**src/rtl/core/utnw_pkg.sv**
```systemverilog
// shared types and constants of the utf-8 whitespace normalizer
`timescale 1ns / 1ps

package utnw_pkg;

  // counter and limit widths
  localparam int unsigned CntW    = 16;
  localparam int unsigned LimitW  = 16;
  localparam int unsigned CfgIdxW = 2;
  localparam int unsigned CfgDatW = 16;

  // most bytes one input beat can produce: a space and a 4-byte character
  localparam int unsigned RunBytes = 5;
  localparam int unsigned RunCntW  = 3;

  // configuration register indexes
  localparam logic [CfgIdxW-1:0] CfgIdxLimitEn = 2'd0;
  localparam logic [CfgIdxW-1:0] CfgIdxMaxIn   = 2'd1;
  localparam logic [CfgIdxW-1:0] CfgIdxMaxOut  = 2'd2;

  // reset values of the limit registers
  localparam logic [LimitW-1:0] MaxInReset  = LimitW'(4096);
  localparam logic [LimitW-1:0] MaxOutReset = LimitW'(512);

  // configuration seen by the decoder
  typedef struct packed {
    logic              limit_en;
    logic [LimitW-1:0] max_in;
    logic [LimitW-1:0] max_out;
  } cfg_t;

  // output bytes caused by one input beat; nbytes of zero is a bare end marker
  typedef struct packed {
    logic [RunBytes-1:0][7:0] bytes;
    logic [RunCntW-1:0]       nbytes;
    logic                     text_end;
  } run_t;

endpackage

```
**src/rtl/core/utnw_if.sv**
```systemverilog
// valid/ready channel interfaces for raw input bytes and normalized output
`timescale 1ns / 1ps

interface utnw_in_if;
  logic       valid;
  logic       ready;
  logic [7:0] in_byte;
  logic       text_last;

  modport source (output valid, output in_byte, output text_last, input ready);
  modport sink (input valid, input in_byte, input text_last, output ready);
endinterface

interface utnw_out_if;
  logic       valid;
  logic       ready;
  logic [7:0] out_byte;
  logic       byte_valid;
  logic       text_end;
  logic       run_last;

  modport source (output valid, output out_byte, output byte_valid, output text_end,
                  output run_last, input ready);
  modport sink (input valid, input out_byte, input byte_valid, input text_end,
                input run_last, output ready);
endinterface

```
**src/rtl/core/utnw_decoder.sv**
```systemverilog
// per-byte utf-8 decode, separator folding and limit tracking
`timescale 1ns / 1ps

module utnw_decoder import utnw_pkg::*; (
  input  logic       clk_i,
  input  logic       rst_ni,
  input  cfg_t       cfg_i,
  input  logic       beat_i,
  input  logic [7:0] in_byte_i,
  input  logic       text_last_i,
  output logic       push_o,
  output run_t       run_o
);

  // separator and control code points
  function automatic logic is_sep(input logic [20:0] c);
    is_sep = (c <= 21'h20) || (c >= 21'h7f && c <= 21'h9f) || (c == 21'ha0) ||
             (c == 21'h1680) || (c >= 21'h2000 && c <= 21'h200a) ||
             (c == 21'h2028) || (c == 21'h2029) || (c == 21'h202f) ||
             (c == 21'h205f) || (c == 21'h3000);
  endfunction

  logic [7:0]      held_q [3];
  logic [7:0]      held_d [3];
  logic [20:0]     pc_q, pc_d;
  logic [2:0]      exp_q, exp_d;
  logic [1:0]      recv_q, recv_d;
  logic            sp_q, sp_d;
  logic            os_q, os_d;
  logic            stop_q, stop_d;
  logic [CntW-1:0] cc_q, cc_d;
  logic [CntW-1:0] bc_q, bc_d;

  logic            lead_go;
  logic            fin_req;
  logic [20:0]     fin_code;
  logic [2:0]      fin_len;
  logic [3:0][7:0] fin_seq;
  logic [20:0]     fin_min;
  logic            fin_bad;
  logic [CntW:0]   cc_sum;
  logic [20:0]     pc_shift;

  assign pc_shift = {pc_q[14:0], in_byte_i[5:0]};

  // next state and result run for one beat
  always_comb begin
    held_d   = held_q;
    pc_d     = pc_q;
    exp_d    = exp_q;
    recv_d   = recv_q;
    sp_d     = sp_q;
    os_d     = os_q;
    stop_d   = stop_q;
    cc_d     = cc_q;
    bc_d     = bc_q;
    lead_go  = 1'b0;
    fin_req  = 1'b0;
    fin_code = '0;
    fin_len  = 3'd1;
    fin_seq  = '0;
    fin_min  = '0;
    fin_bad  = 1'b0;
    cc_sum   = '0;
    run_o    = '0;

    if (beat_i && !stop_q) begin
      if (cfg_i.limit_en && (bc_q >= cfg_i.max_in)) begin
        stop_d = 1'b1;
        exp_d  = '0;
        recv_d = '0;
      end else begin
        bc_d = (bc_q == '1) ? bc_q : bc_q + CntW'(1);
        if (exp_q != 3'd0) begin
          if (in_byte_i[7:6] == 2'b10) begin
            // continuation byte
            pc_d = pc_shift;
            if ((3'(recv_q) + 3'd1 >= exp_q) || (recv_q == 2'd3)) begin
              fin_req    = 1'b1;
              fin_code   = pc_shift;
              fin_len    = exp_q;
              fin_seq[0] = held_q[0];
              fin_seq[1] = held_q[1];
              fin_seq[2] = held_q[2];
              fin_seq[2'(exp_q - 3'd1)] = in_byte_i;
              exp_d      = '0;
              recv_d     = '0;
            end else begin
              held_d[recv_q] = in_byte_i;
              recv_d         = recv_q + 2'd1;
            end
          end else begin
            // mismatch drops the open sequence and restarts as a lead
            exp_d   = '0;
            recv_d  = '0;
            sp_d    = os_q;
            lead_go = 1'b1;
          end
        end else begin
          lead_go = 1'b1;
        end

        // lead byte
        if (lead_go) begin
          if (!in_byte_i[7]) begin
            fin_req    = 1'b1;
            fin_code   = {13'd0, in_byte_i};
            fin_len    = 3'd1;
            fin_seq[0] = in_byte_i;
          end else if (in_byte_i >= 8'hc2 && in_byte_i <= 8'hdf) begin
            pc_d      = {16'd0, in_byte_i[4:0]};
            exp_d     = 3'd2;
            held_d[0] = in_byte_i;
            recv_d    = 2'd1;
          end else if (in_byte_i >= 8'he0 && in_byte_i <= 8'hef) begin
            pc_d      = {17'd0, in_byte_i[3:0]};
            exp_d     = 3'd3;
            held_d[0] = in_byte_i;
            recv_d    = 2'd1;
          end else if (in_byte_i >= 8'hf0 && in_byte_i <= 8'hf4) begin
            pc_d      = {18'd0, in_byte_i[2:0]};
            exp_d     = 3'd4;
            held_d[0] = in_byte_i;
            recv_d    = 2'd1;
          end else begin
            sp_d = os_q;
          end
        end
      end
    end

    // completed character: validate, drop U+FEFF, apply char limit, emit
    if (fin_req) begin
      case (fin_len)
        3'd2:    fin_min = 21'h80;
        3'd3:    fin_min = 21'h800;
        3'd4:    fin_min = 21'h10000;
        default: fin_min = 21'h0;
      endcase
      fin_bad = (fin_code < fin_min) || (fin_code > 21'h10ffff) ||
                (fin_code >= 21'hd800 && fin_code <= 21'hdfff) || is_sep(fin_code);
      cc_sum  = {1'b0, cc_q} + (sp_d ? (CntW+1)'(2) : (CntW+1)'(1));
      if (fin_bad) begin
        sp_d = os_q;
      end else if (fin_code != 21'hfeff) begin
        if (cfg_i.limit_en && (cc_sum > {1'b0, cfg_i.max_out})) begin
          stop_d = 1'b1;
          exp_d  = '0;
          recv_d = '0;
        end else begin
          if (sp_d) begin
            run_o.bytes  = {fin_seq, 8'h20};
            run_o.nbytes = fin_len + 3'd1;
          end else begin
            run_o.bytes  = {8'h00, fin_seq};
            run_o.nbytes = fin_len;
          end
          sp_d = 1'b0;
          os_d = 1'b1;
          cc_d = cc_sum[CntW] ? '1 : cc_sum[CntW-1:0];
        end
      end
    end

    // text end clears everything
    if (beat_i && text_last_i) begin
      run_o.text_end = 1'b1;
      pc_d   = '0;
      exp_d  = '0;
      recv_d = '0;
      sp_d   = 1'b0;
      os_d   = 1'b0;
      stop_d = 1'b0;
      cc_d   = '0;
      bc_d   = '0;
    end
  end

  assign push_o = beat_i && ((run_o.nbytes != '0) || text_last_i);

  // control state
  always_ff @(posedge clk_i or negedge rst_ni) begin
    if (!rst_ni) begin
      pc_q   <= '0;
      exp_q  <= '0;
      recv_q <= '0;
      sp_q   <= 1'b0;
      os_q   <= 1'b0;
      stop_q <= 1'b0;
      cc_q   <= '0;
      bc_q   <= '0;
    end else begin
      pc_q   <= pc_d;
      exp_q  <= exp_d;
      recv_q <= recv_d;
      sp_q   <= sp_d;
      os_q   <= os_d;
      stop_q <= stop_d;
      cc_q   <= cc_d;
      bc_q   <= bc_d;
    end
  end

  // held bytes of the open sequence
  always_ff @(posedge clk_i) begin
    held_q <= held_d;
  end

endmodule

```
**src/rtl/core/utnw_serializer.sv**
```systemverilog
// two-slot run buffer that sends one output byte per beat
`timescale 1ns / 1ps

module utnw_serializer import utnw_pkg::*; (
  input  logic        clk_i,
  input  logic        rst_ni,
  input  logic        push_i,
  input  run_t        run_i,
  output logic        ready_o,
  utnw_out_if.source  out_ch
);

  run_t               slot_q [2];
  run_t               slot_d [2];
  logic [1:0]         cnt_q, cnt_d;
  logic [1:0]         cnt_mid;
  logic [RunCntW-1:0] idx_q, idx_d;
  logic               fire;
  logic               pop;

  // head run drives the output channel
  assign out_ch.valid      = (cnt_q != 2'd0);
  assign out_ch.out_byte   = slot_q[0].bytes[idx_q];
  assign out_ch.byte_valid = (slot_q[0].nbytes != '0);
  assign out_ch.run_last   = (slot_q[0].nbytes == '0) ||
                             (idx_q + RunCntW'(1) == slot_q[0].nbytes);
  assign out_ch.text_end   = out_ch.run_last && slot_q[0].text_end;

  assign ready_o = (cnt_q != 2'd2);
  assign fire    = out_ch.valid && out_ch.ready;
  assign pop     = fire && out_ch.run_last;

  // slot shift, push behind the remaining runs
  always_comb begin
    slot_d  = slot_q;
    cnt_mid = cnt_q;
    if (pop) begin
      slot_d[0] = slot_q[1];
      cnt_mid   = cnt_q - 2'd1;
    end
    cnt_d = cnt_mid;
    if (push_i) begin
      slot_d[cnt_mid[0]] = run_i;
      cnt_d              = cnt_mid + 2'd1;
    end
  end

  // byte index within the head run
  always_comb begin
    idx_d = idx_q;
    if (pop) begin
      idx_d = '0;
    end else if (fire) begin
      idx_d = idx_q + RunCntW'(1);
    end
  end

  always_ff @(posedge clk_i or negedge rst_ni) begin
    if (!rst_ni) begin
      cnt_q <= '0;
      idx_q <= '0;
    end else begin
      cnt_q <= cnt_d;
      idx_q <= idx_d;
    end
  end

  always_ff @(posedge clk_i) begin
    slot_q <= slot_d;
  end

endmodule

```
**src/rtl/core/utf8_text_whitespace_normalizer_unit.sv**
```systemverilog
// top level of the utf-8 text whitespace normalizer
// Usage: raw text bytes arrive one per beat on in_ch, text_last marking the
// final byte of a text. Each byte is decoded in the cycle it is accepted and
// yields zero to five output beats on out_ch: an optional 0x20 space and the
// bytes of a kept character. The beat that ends a text has text_end set; a
// text whose last byte yields nothing gets a bare end marker (byte_valid 0).
// run_last flags the last beat caused by one input byte.
// An accepted byte's run is registered into the run buffer; its first beat
// is offered once runs ahead of it are sent. Input accepts one byte per cycle
// unless in_ch.ready is low; out_ch sends one beat per cycle while ready is high.
// A two-run buffer between decoder and output keeps input flowing while a
// finished run waits; in_ch.ready drops only when both runs are occupied,
// which is how a stalled receiver pushes back on the sender.
// Configuration writes (limit_enable, max_input_bytes, max_output_chars) are
// taken at any edge with cfg_we_i high and must only happen while idle.
// Reset clears all text state and loads limit_enable 0, max_input_bytes 4096
// and max_output_chars 512; no clearing pass is needed.
`timescale 1ns / 1ps

module utf8_text_whitespace_normalizer_unit import utnw_pkg::*; (
  input  logic               clk_i,
  input  logic               rst_ni,
  utnw_in_if.sink            in_ch,
  utnw_out_if.source         out_ch,
  input  logic               cfg_we_i,
  input  logic [CfgIdxW-1:0] cfg_idx_i,
  input  logic [CfgDatW-1:0] cfg_wdata_i
);

  cfg_t cfg_q;
  logic beat;
  logic push;
  run_t run;
  logic buf_ready;

  // configuration registers
  always_ff @(posedge clk_i or negedge rst_ni) begin
    if (!rst_ni) begin
      cfg_q.limit_en <= 1'b0;
      cfg_q.max_in   <= MaxInReset;
      cfg_q.max_out  <= MaxOutReset;
    end else if (cfg_we_i) begin
      unique case (cfg_idx_i)
        CfgIdxLimitEn: cfg_q.limit_en <= cfg_wdata_i[0];
        CfgIdxMaxIn:   cfg_q.max_in   <= cfg_wdata_i[LimitW-1:0];
        CfgIdxMaxOut:  cfg_q.max_out  <= cfg_wdata_i[LimitW-1:0];
        default: ;
      endcase
    end
  end

  // input handshake
  assign in_ch.ready = buf_ready;
  assign beat        = in_ch.valid && buf_ready;

  utnw_decoder u_decoder (
    .clk_i       (clk_i),
    .rst_ni      (rst_ni),
    .cfg_i       (cfg_q),
    .beat_i      (beat),
    .in_byte_i   (in_ch.in_byte),
    .text_last_i (in_ch.text_last),
    .push_o      (push),
    .run_o       (run)
  );

  utnw_serializer u_serializer (
    .clk_i   (clk_i),
    .rst_ni  (rst_ni),
    .push_i  (push),
    .run_i   (run),
    .ready_o (buf_ready),
    .out_ch  (out_ch)
  );

endmodule
```
**src/flat_wrapper.sv**
```systemverilog
// flat-port wrapper written by rule: the top's interface ports become plain ports
module utf8_text_whitespace_normalizer_unit_flat import utnw_pkg::*;
  (clk_i, rst_ni, cfg_we_i, cfg_idx_i, cfg_wdata_i, in_ch_valid, in_ch_in_byte, in_ch_text_last, in_ch_ready, out_ch_valid, out_ch_out_byte, out_ch_byte_valid, out_ch_text_end, out_ch_run_last, out_ch_ready);
  utnw_in_if in_ch_i ();
  utnw_out_if out_ch_i ();
  input  logic clk_i;
  input  logic rst_ni;
  input  logic cfg_we_i;
  input  logic [CfgIdxW-1:0] cfg_idx_i;
  input  logic [CfgDatW-1:0] cfg_wdata_i;
  input wire logic [$bits(in_ch_i.valid)-1:0] in_ch_valid;
  input wire logic [$bits(in_ch_i.in_byte)-1:0] in_ch_in_byte;
  input wire logic [$bits(in_ch_i.text_last)-1:0] in_ch_text_last;
  output wire logic [$bits(in_ch_i.ready)-1:0] in_ch_ready;
  output wire logic [$bits(out_ch_i.valid)-1:0] out_ch_valid;
  output wire logic [$bits(out_ch_i.out_byte)-1:0] out_ch_out_byte;
  output wire logic [$bits(out_ch_i.byte_valid)-1:0] out_ch_byte_valid;
  output wire logic [$bits(out_ch_i.text_end)-1:0] out_ch_text_end;
  output wire logic [$bits(out_ch_i.run_last)-1:0] out_ch_run_last;
  input wire logic [$bits(out_ch_i.ready)-1:0] out_ch_ready;
  assign in_ch_i.valid = in_ch_valid;
  assign in_ch_i.in_byte = in_ch_in_byte;
  assign in_ch_i.text_last = in_ch_text_last;
  assign in_ch_ready = in_ch_i.ready;
  assign out_ch_valid = out_ch_i.valid;
  assign out_ch_out_byte = out_ch_i.out_byte;
  assign out_ch_byte_valid = out_ch_i.byte_valid;
  assign out_ch_text_end = out_ch_i.text_end;
  assign out_ch_run_last = out_ch_i.run_last;
  assign out_ch_i.ready = out_ch_ready;
  utf8_text_whitespace_normalizer_unit u_core (.clk_i(clk_i), .rst_ni(rst_ni), .in_ch(in_ch_i), .out_ch(out_ch_i), .cfg_we_i(cfg_we_i), .cfg_idx_i(cfg_idx_i), .cfg_wdata_i(cfg_wdata_i));
endmodule
```
**config.mk**
```make
export PLATFORM = sky130hd
export DESIGN_NAME = utf8_text_whitespace_normalizer_unit_flat
export DESIGN_NICKNAME = d
export VERILOG_FILES = /design/src/rtl/core/utnw_pkg.sv /design/src/rtl/core/utnw_if.sv /design/src/rtl/core/utnw_decoder.sv /design/src/rtl/core/utnw_serializer.sv /design/src/rtl/core/utf8_text_whitespace_normalizer_unit.sv /design/src/flat_wrapper.sv
export SDC_FILE = /design/constraint.sdc
export NUM_CORES = 1
export LEC_CHECK = 0
export ABC_CLOCK_PERIOD_IN_PS = 9900
export BUFFER_PORTS_ARGS = -buffer_cell sky130_fd_sc_hd__buf_2
export CAP_MARGIN = 0
export CORE_AREA = 3 3 139 141
export DETAILED_ROUTE_END_ITERATION = 7
export DIE_AREA = 0 0 142 144
export GPL_ROUTABILITY_DRIVEN = 0
export GPL_TIMING_DRIVEN = 0
export PLACE_DENSITY = 0.9
export SYNTH_ARGS = -nofsm -noshare
export SYNTH_HDL_FRONTEND = slang
export SYNTH_SLANG_ARGS = --single-unit
```
**constraint.sdc**
```tcl
create_clock -name clk_i -period 9.9 [get_ports clk_i]
set_input_delay 0.99 -clock clk_i [delete_from_list [all_inputs] [get_ports clk_i]]
set_output_delay 0.99 -clock clk_i [all_outputs]
set_load 0.02 [all_outputs]
```
==> reports/results.ini, run 1 <==
[routing]
wl_per_cell_um = 21.3
route.vias.total = 9773
via_per_inst = 6.63
first_iter_violations = 1412
dr.pass1.iters = 7
ant_nets = 0
drcViolationCount = 0
wirelength_um = 31400

[sta]
relSlewSlack_pct = 31.4
tightest_slew_ns = 1.03
setup_viol_count_final = 0
drv_slew = 0
post-route-period-util_pct = 83.4
fmax_mhz = 121
period_needed_ns = 8.26
clock-skew-final_ns = 0.0218
hold_viol = 0
rsz0062_at_grt = false
final.setup.tns_ns = 0
whs_ns = 0.413

[grt]
overflow = 0
grt_util_all_layers_pct = 30.4
grt_pass1_vias = 9599
grt_pass1_wl_um = 49700
antenna_found_initial = 0
grt_max_degree = 67

[pwr]
switchingPower_mw = 1.38
power_frac_seq_pct = 35.4
vdd_drop_max_mv = 0.166
p_leak_nw = 5.78
powerDensity_nw_per_um2 = 281
pwr-share-clk_pct = 23.9
p_int_mw = 2.20
switching_share_pct = 38.6
p_comb_share_pct = 40.8

[cells_and_area]
nets = 1314
fin_util_pct = 70.5
fin_cells = 1475
synthToLayoutAreaGrowth_pct = 11.5
n_antenna_cell = 0
layout-drive-gt1-share_pct = 12.4
nFillCells = 1226

[worst_setup_path]
cp_slowest_cell = dfstp_2
reg2reg_from = u_core.cfg_q[28]$_DFFE_PN1P_
end_kind = flip-flop
critPathKind = reg -> reg
arrival_ns = 8.45
crit_top_cell = ha_1
cp-startpoint = u_core.cfg_q[28]$_DFFE_PN1P_
cp.buffers_inverters = 8
r2r_slack_ns = 1.64
worstSetupStartpointType = flip-flop
cp_top_family = simple AND/OR/NAND/NOR gates
cp_max_fo = 31
cp.required_ns = 10.10
worst-path-stages = 30
reg2regPathDepth = 30
slowest_delay_ns = 0.53

[worst_hold_path]
hp-class = in -> async

[yosys]
synth_top_family_by_area = simple AND/OR/NAND/NOR gates
ys.warnings.count = 0
synth_cells = 1159
synth_ff_type = dfrtp_1
synth_cell_types = 76
synthMuxAreaShare_pct = 9.85
synth-simple-area-share_pct = 15.9
synth_xor_area_share_pct = 2.53
synth_edf_count = 68
synth.avg_cell_area_um2 = 9.87
synthesis.area_um2 = 11400
synth-seq-area-share_pct = 45.9
async_flop_share_pct = 45.4
syn_nets = 1243
synth_compound_area_share_pct = 15.2
synthAdderAreaFrac_pct = 5.76
yosys_register_bits = 205

[cts]
postCtsSetupRepairBufs = 0
h-tree-depth = 1
cts-root-buf = clkbuf_16
clock_sinks = 205
cts_buffer_depth = 3
postCtsHoldBufs = 0
clk_latency_ns = 0.52
clk_pin_slew_ns = 0.06
cts_buffers = 23
cts_tree = built
post_cts_resized = 0

[place]
dp_hpwl_um = 22000
dp_cells = 1434
port_buffers = 44

[floorplan]
pin_count = 45
die_h_um = 144
dieArea_um2 = 20400
fp.dieW_um = 142
num_rows = 49
start_util_pct = 63.2
core_um2 = 18100

[outcome]
status = completed

[flow_run]
maxCapViolCount = 0

-- cells by family after synthesis --
family | Yosys count
muxes | 98
AOI/OAI and AO/OA | 267
and+or+nand+nor | 373
DFF | 205
buffers and inverters | 130
adders and majority gates | 52
xor gates and xnor gates | 33
other | 1
-- layer usage --
| layer | track usage (%) | vias up | share of wire (%) |
|---|---|---|---|
| li1 | - | 4361 | - |
| met1 | 40.2 | 4601 | 39 |
| met2 | 49.8 | 655 | 47 |
| met3 | 5.22 | 156 | 9.3 |
| met4 | 12.9 | 0 | 4.4 |
| met5 | 0 | - | 0 |
-- path summary, 6_finish.rpt --
kind	endpoint
setup reg to reg	flip-flop
min in group clk_i	u_core.cfg_q[15]$_DFFE_PN0P_
max in group asynchronous	u_core.cfg_q[28]$_DFFE_PN1P_
hold reg to reg	u_core.cfg_q[15]$_DFFE_PN0P_
setup / recovery	flip-flop
hold / removal	u_core.cfg_q[0]$_DFFE_PN0P_
-- cell usage in the layout, fill, tap and decap left out, types with 21 or more instances in the layout --
master / instances
and3_1: 28
buf_2: 50
a21oi_1: 91
ha_1: 51
clkbuf_16: 24
nand2_1: 83
inv_1: 68
mux2i_1: 54
nor2_1: 121
a22oi_1: 21
dfrtp_1: 91
nor3_1: 26
o21ai_0: 38
nand3_1: 24
edfxtp_1: 68
mux2_2: 36
clkbuf_1: 43
dfxtp_1: 44
-- synthesized netlist by cell type (8+ instances only) --
library cell / number / area share (%)
dfxtp_1: 44 / 7.7
xnor2_1: 15 / 1.1
o21ai_0: 38 / 1.7
dfrtp_1: 91 / 20
nor2b_1: 9 / 0.49
or3_1: 12 / 0.66
nor3_1: 26 / 1.1
ha_1: 51 / 5.6
a211oi_1: 13 / 0.85
edfxtp_1: 68 / 18
and3_1: 28 / 1.5
mux4_2: 8 / 1.6
nand2b_1: 11 / 0.60
mux2_2: 36 / 3.5
mux2i_1: 54 / 4.7
nand4_1: 20 / 1.1
xor2_1: 18 / 1.4
inv_1: 68 / 2.2
nand3_1: 24 / 1.1
nand2_1: 83 / 2.7
a311oi_1: 8 / 0.61
nor4_1: 10 / 0.55
o21a_1: 19 / 1.2
a22oi_1: 21 / 1.4
nor2_1: 122 / 4.0
clkbuf_1: 37 / 1.2
a21oi_1: 91 / 4.0
-- stage by stage --
| step | instance area [µm²] | worst slack, ns | power [mW] |
|---|---|---|---|
| floorplan | 11400 | 1.79 | 2.27 |
| global placement | 11900 | -0.231 | 2.59 |
| detailed placement | 12000 | 1.76 | 2.67 |
| CTS | 12800 | 1.83 | 3.55 |
| global route | 12800 | 1.34 | 3.76 |
| finish | 12800 | 1.64 | 3.58 |
-- final cells by class --
| cell class | instances | area, µm² | share of cell area, % |
|---|---|---|---|
| multi-input combinational | 824 | 5640 | 44.3 |
| sequential | 205 | 5250 | 41.2 |
| clock buffer | 32 | 651 | 5.10 |
| tap | 229 | 287 | 2.25 |
| buffer | 58 | 275 | 2.16 |
| timing repair buffer | 46 | 270 | 2.12 |
| inverter | 72 | 270 | 2.12 |
| clock inverter | 9 | 105 | 0.824 |
-- power by group through the flow --
stage,Clock [mW],Combinational (mW),Sequential (mW)
after floorplan,0,1.04,1.23
after global placement,0,1.32,1.26
final,0.855,1.46,1.27
after global routing,0.896,1.58,1.29
after CTS,0.858,1.43,1.26
after detailed placement,0,1.41,1.27
-- worst register-to-register path, delay by kind of cell (launching register included) --
kind / cells / cell delay (ns)
compound gates: 7 / 1.63
xor+xnor: 1 / 0.27
flops: 1 / 0.53
fa+ha+maj: 4 / 1.29
simple gates: 10 / 2.68
buf+inv: 8 / 1.53
No activity file was read; power rests on OpenSTA's default activity.
==> run 2: changes to the inputs <==
- ABC_CLOCK_PERIOD_IN_PS: 9900 -> 6850
- CORE_AREA: 3 3 139 141 -> 3 3 146 148
- DIE_AREA: 0 0 142 144 -> 0 0 149 151
- PLACE_DENSITY: 0.9 -> 0.87
- clock period: 9.9 -> 6.85 ns (I/O delays scaled with it)
==> reports/results.ini, run 2 (same netlist as run 1, synthesis figures left out) <==
[cells_and_area]
final_cell_mix = nor2_1 (118), dfrtp_1 (91), a21oi_1 (89), nand2_1 (83)
fin_util_pct = 65.2
synthToLayoutAreaGrowth_pct = 14.9
final_common_cell = nor2_1
seqCellArea_um2 = 5250
nFillCells = 1445
nets = 1335
layout-drive-gt1-share_pct = 15.8
multiInputGateArea_um2 = 5790

[cts]
cts_buffer_depth = 3
postCtsHoldBufs = 0
clock_sinks = 205
clk_pin_slew_ns = 0.06
cts-root-buf = clkbuf_16
cts_buffers = 22
cts_tree = built
h-tree-depth = 1
clk_latency_ns = 0.52

[worst_setup_path]
end_kind = flip-flop
cp_slowest_cell = dfstp_2
slowest_delay_ns = 0.52
crit_top_cell = a21oi_1
worstSetupStartpointType = flip-flop
reg2reg_from = u_core.cfg_q[28]$_DFFE_PN1P_
critPathKind = reg -> reg
cp_max_fo = 10
arrival_ns = 7.35
cp.required_ns = 7.29
cp-startpoint = u_core.cfg_q[28]$_DFFE_PN1P_

[grt]
antenna_found_initial = 2
grt_pass1_wl_um = 51600
global_route.peak_usage_layer = met2
met3_usage_pct = 5.24
grtUsageMet2_pct = 47.5
overflow = 0
grt_util_all_layers_pct = 28.3
grt_max_degree = 73
globalRouteMet1Util_pct = 36.7
grt_pass1_vias = 9884

[routing]
dr.pass1.iters = 8
ant_nets = 0
wl_per_cell_um = 22.0
via_per_inst = 6.64
drcViolationCount = 2
wirelength_um = 33800
route.vias.total = 10210
first_iter_violations = 1529

[outcome]
violations = design-rule violations, negative setup slack
status = finished with violations

[sta]
drv_slew = 0
tightest_slew_ns = 1.44
final.setup.tns_ns = -0.182
fin_ws_ns = -0.0594
hold_viol = 0
post-route-period-util_pct = 101
period_needed_ns = 6.91
clock-skew-final_ns = 0.0219
relSlewSlack_pct = 3.42
setup_viol_count_final = 7
fmax_mhz = 145

[floorplan]
num_rows = 52
fp.dieW_um = 149
start_util_pct = 56.7
dieArea_um2 = 22500
core_um2 = 20200
die_h_um = 151
pin_count = 45

[pwr]
switchingPower_mw = 2.14
powerDensity_nw_per_um2 = 412
p_comb_share_pct = 43.2
p_int_mw = 3.27
pwr-share-clk_pct = 22.8
p_leak_nw = 5.93
power_frac_seq_pct = 34.0
vdd_drop_max_mv = 0.262
switching_share_pct = 39.5

[place]
port_buffers = 44
dp_hpwl_um = 22100

[worst_hold_path]
hp-class = in -> async

[flow_run]
maxCapViolCount = 0

==> run 2: cell types whose count changed in the layout (fill, tap and decap cells not counted), sizes merged <==
| cell | delta |
|---|---|
| buf | +21 |
| bufinv | -1 |
| clkbuf | -2 |
| diode | +1 |
| nor2 | +3 |
==> run 2: metal layers <==
layer | up-vias | routed length (µm)
li1 | 4401 | -
met2 | 755 | 16000
met5 | - | 7
met1 | 4876 | 12700
met4 | 2 | 1630
met3 | 176 | 3420
==> run 2: area by class of cell <==
cell class                 count  share of cell area (%)
antenna                        1                  0.0190
buffer                        58                    2.38
clock buffer                  32                    5.11
clock inverter                 8                   0.590
inverter                      72                    2.06
multi-input combinational    827                    44.1
sequential                   205                    40.0
tap                          270                    2.57
timing repair buffer          65                    3.25
==> run 2: path summary, 6_finish.rpt <==
kind | endpoint | slack, ns | depth (start not counted)
max | u_core.u_serializer.slot_q[83]$_DFF_P_ | -0.06 | 28
max reg2reg | u_core.u_serializer.slot_q[83]$_DFF_P_ | -0.06 | 28
min | u_core.u_decoder.cc_q[9]$_DFFE_PN0P_ | 0.07 | 1
max in group asynchronous | u_core.cfg_q[28]$_DFFE_PN1P_ | 6.08 | 2
min reg2reg | u_core.u_serializer.slot_q[86]$_DFF_P_ | 0.49 | 2
min in group clk_i | flip-flop | 0.39 | 1
==> run 2: timing repair <==
item	4_1_cts	5_1_grt
setup endpoints to repair	154	153
gates resized for setup	17	31
buffers inserted	11	8
pin swaps	8	14
cloned	3	1
==> run 2: power groups by stage <==
stage               clock network, mW  logic (mW)  registers, mW
floorplan                           0        1.51           1.77
global placement                    0        1.92           1.82
detailed placement                  0        2.01           1.84
CTS                              1.23        2.14           1.82
global route                     1.27        2.50           1.86
finish                           1.23        2.34           1.84
==> run 2: critical path: cells and delay by family (launching register included) <==
family	cells	cell delay (ns)
and+or+nand+nor	11	2.68
adders and majority gates	3	0.89
buffers and inverters	5	0.85
xor gates and xnor gates	1	0.24
AOI/OAI and AO/OA	8	1.69
DFF	1	0.52
==> run 2: per-stage QoR <==
| step | power [mW] | cell area (µm²) | cells | hold slack, ns | setup WS, ns |
|---|---|---|---|---|---|
| final | 5.41 | 13100 | 1538 | 0.0730 | -0.0594 |
| after global routing | 5.64 | 13100 | 1538 | 0.102 | -0.262 |
| after CTS | 5.19 | 13000 | 1528 | 0.0897 | 0.0142 |
| after detailed placement | 3.85 | 12000 | 1474 | 0.481 | -1.46 |
| after global placement | 3.74 | 12000 | 1473 | 0.463 | -1.34 |
| after floorplan | 3.28 | 11400 | 1159 | 0.389 | 0.0619 |
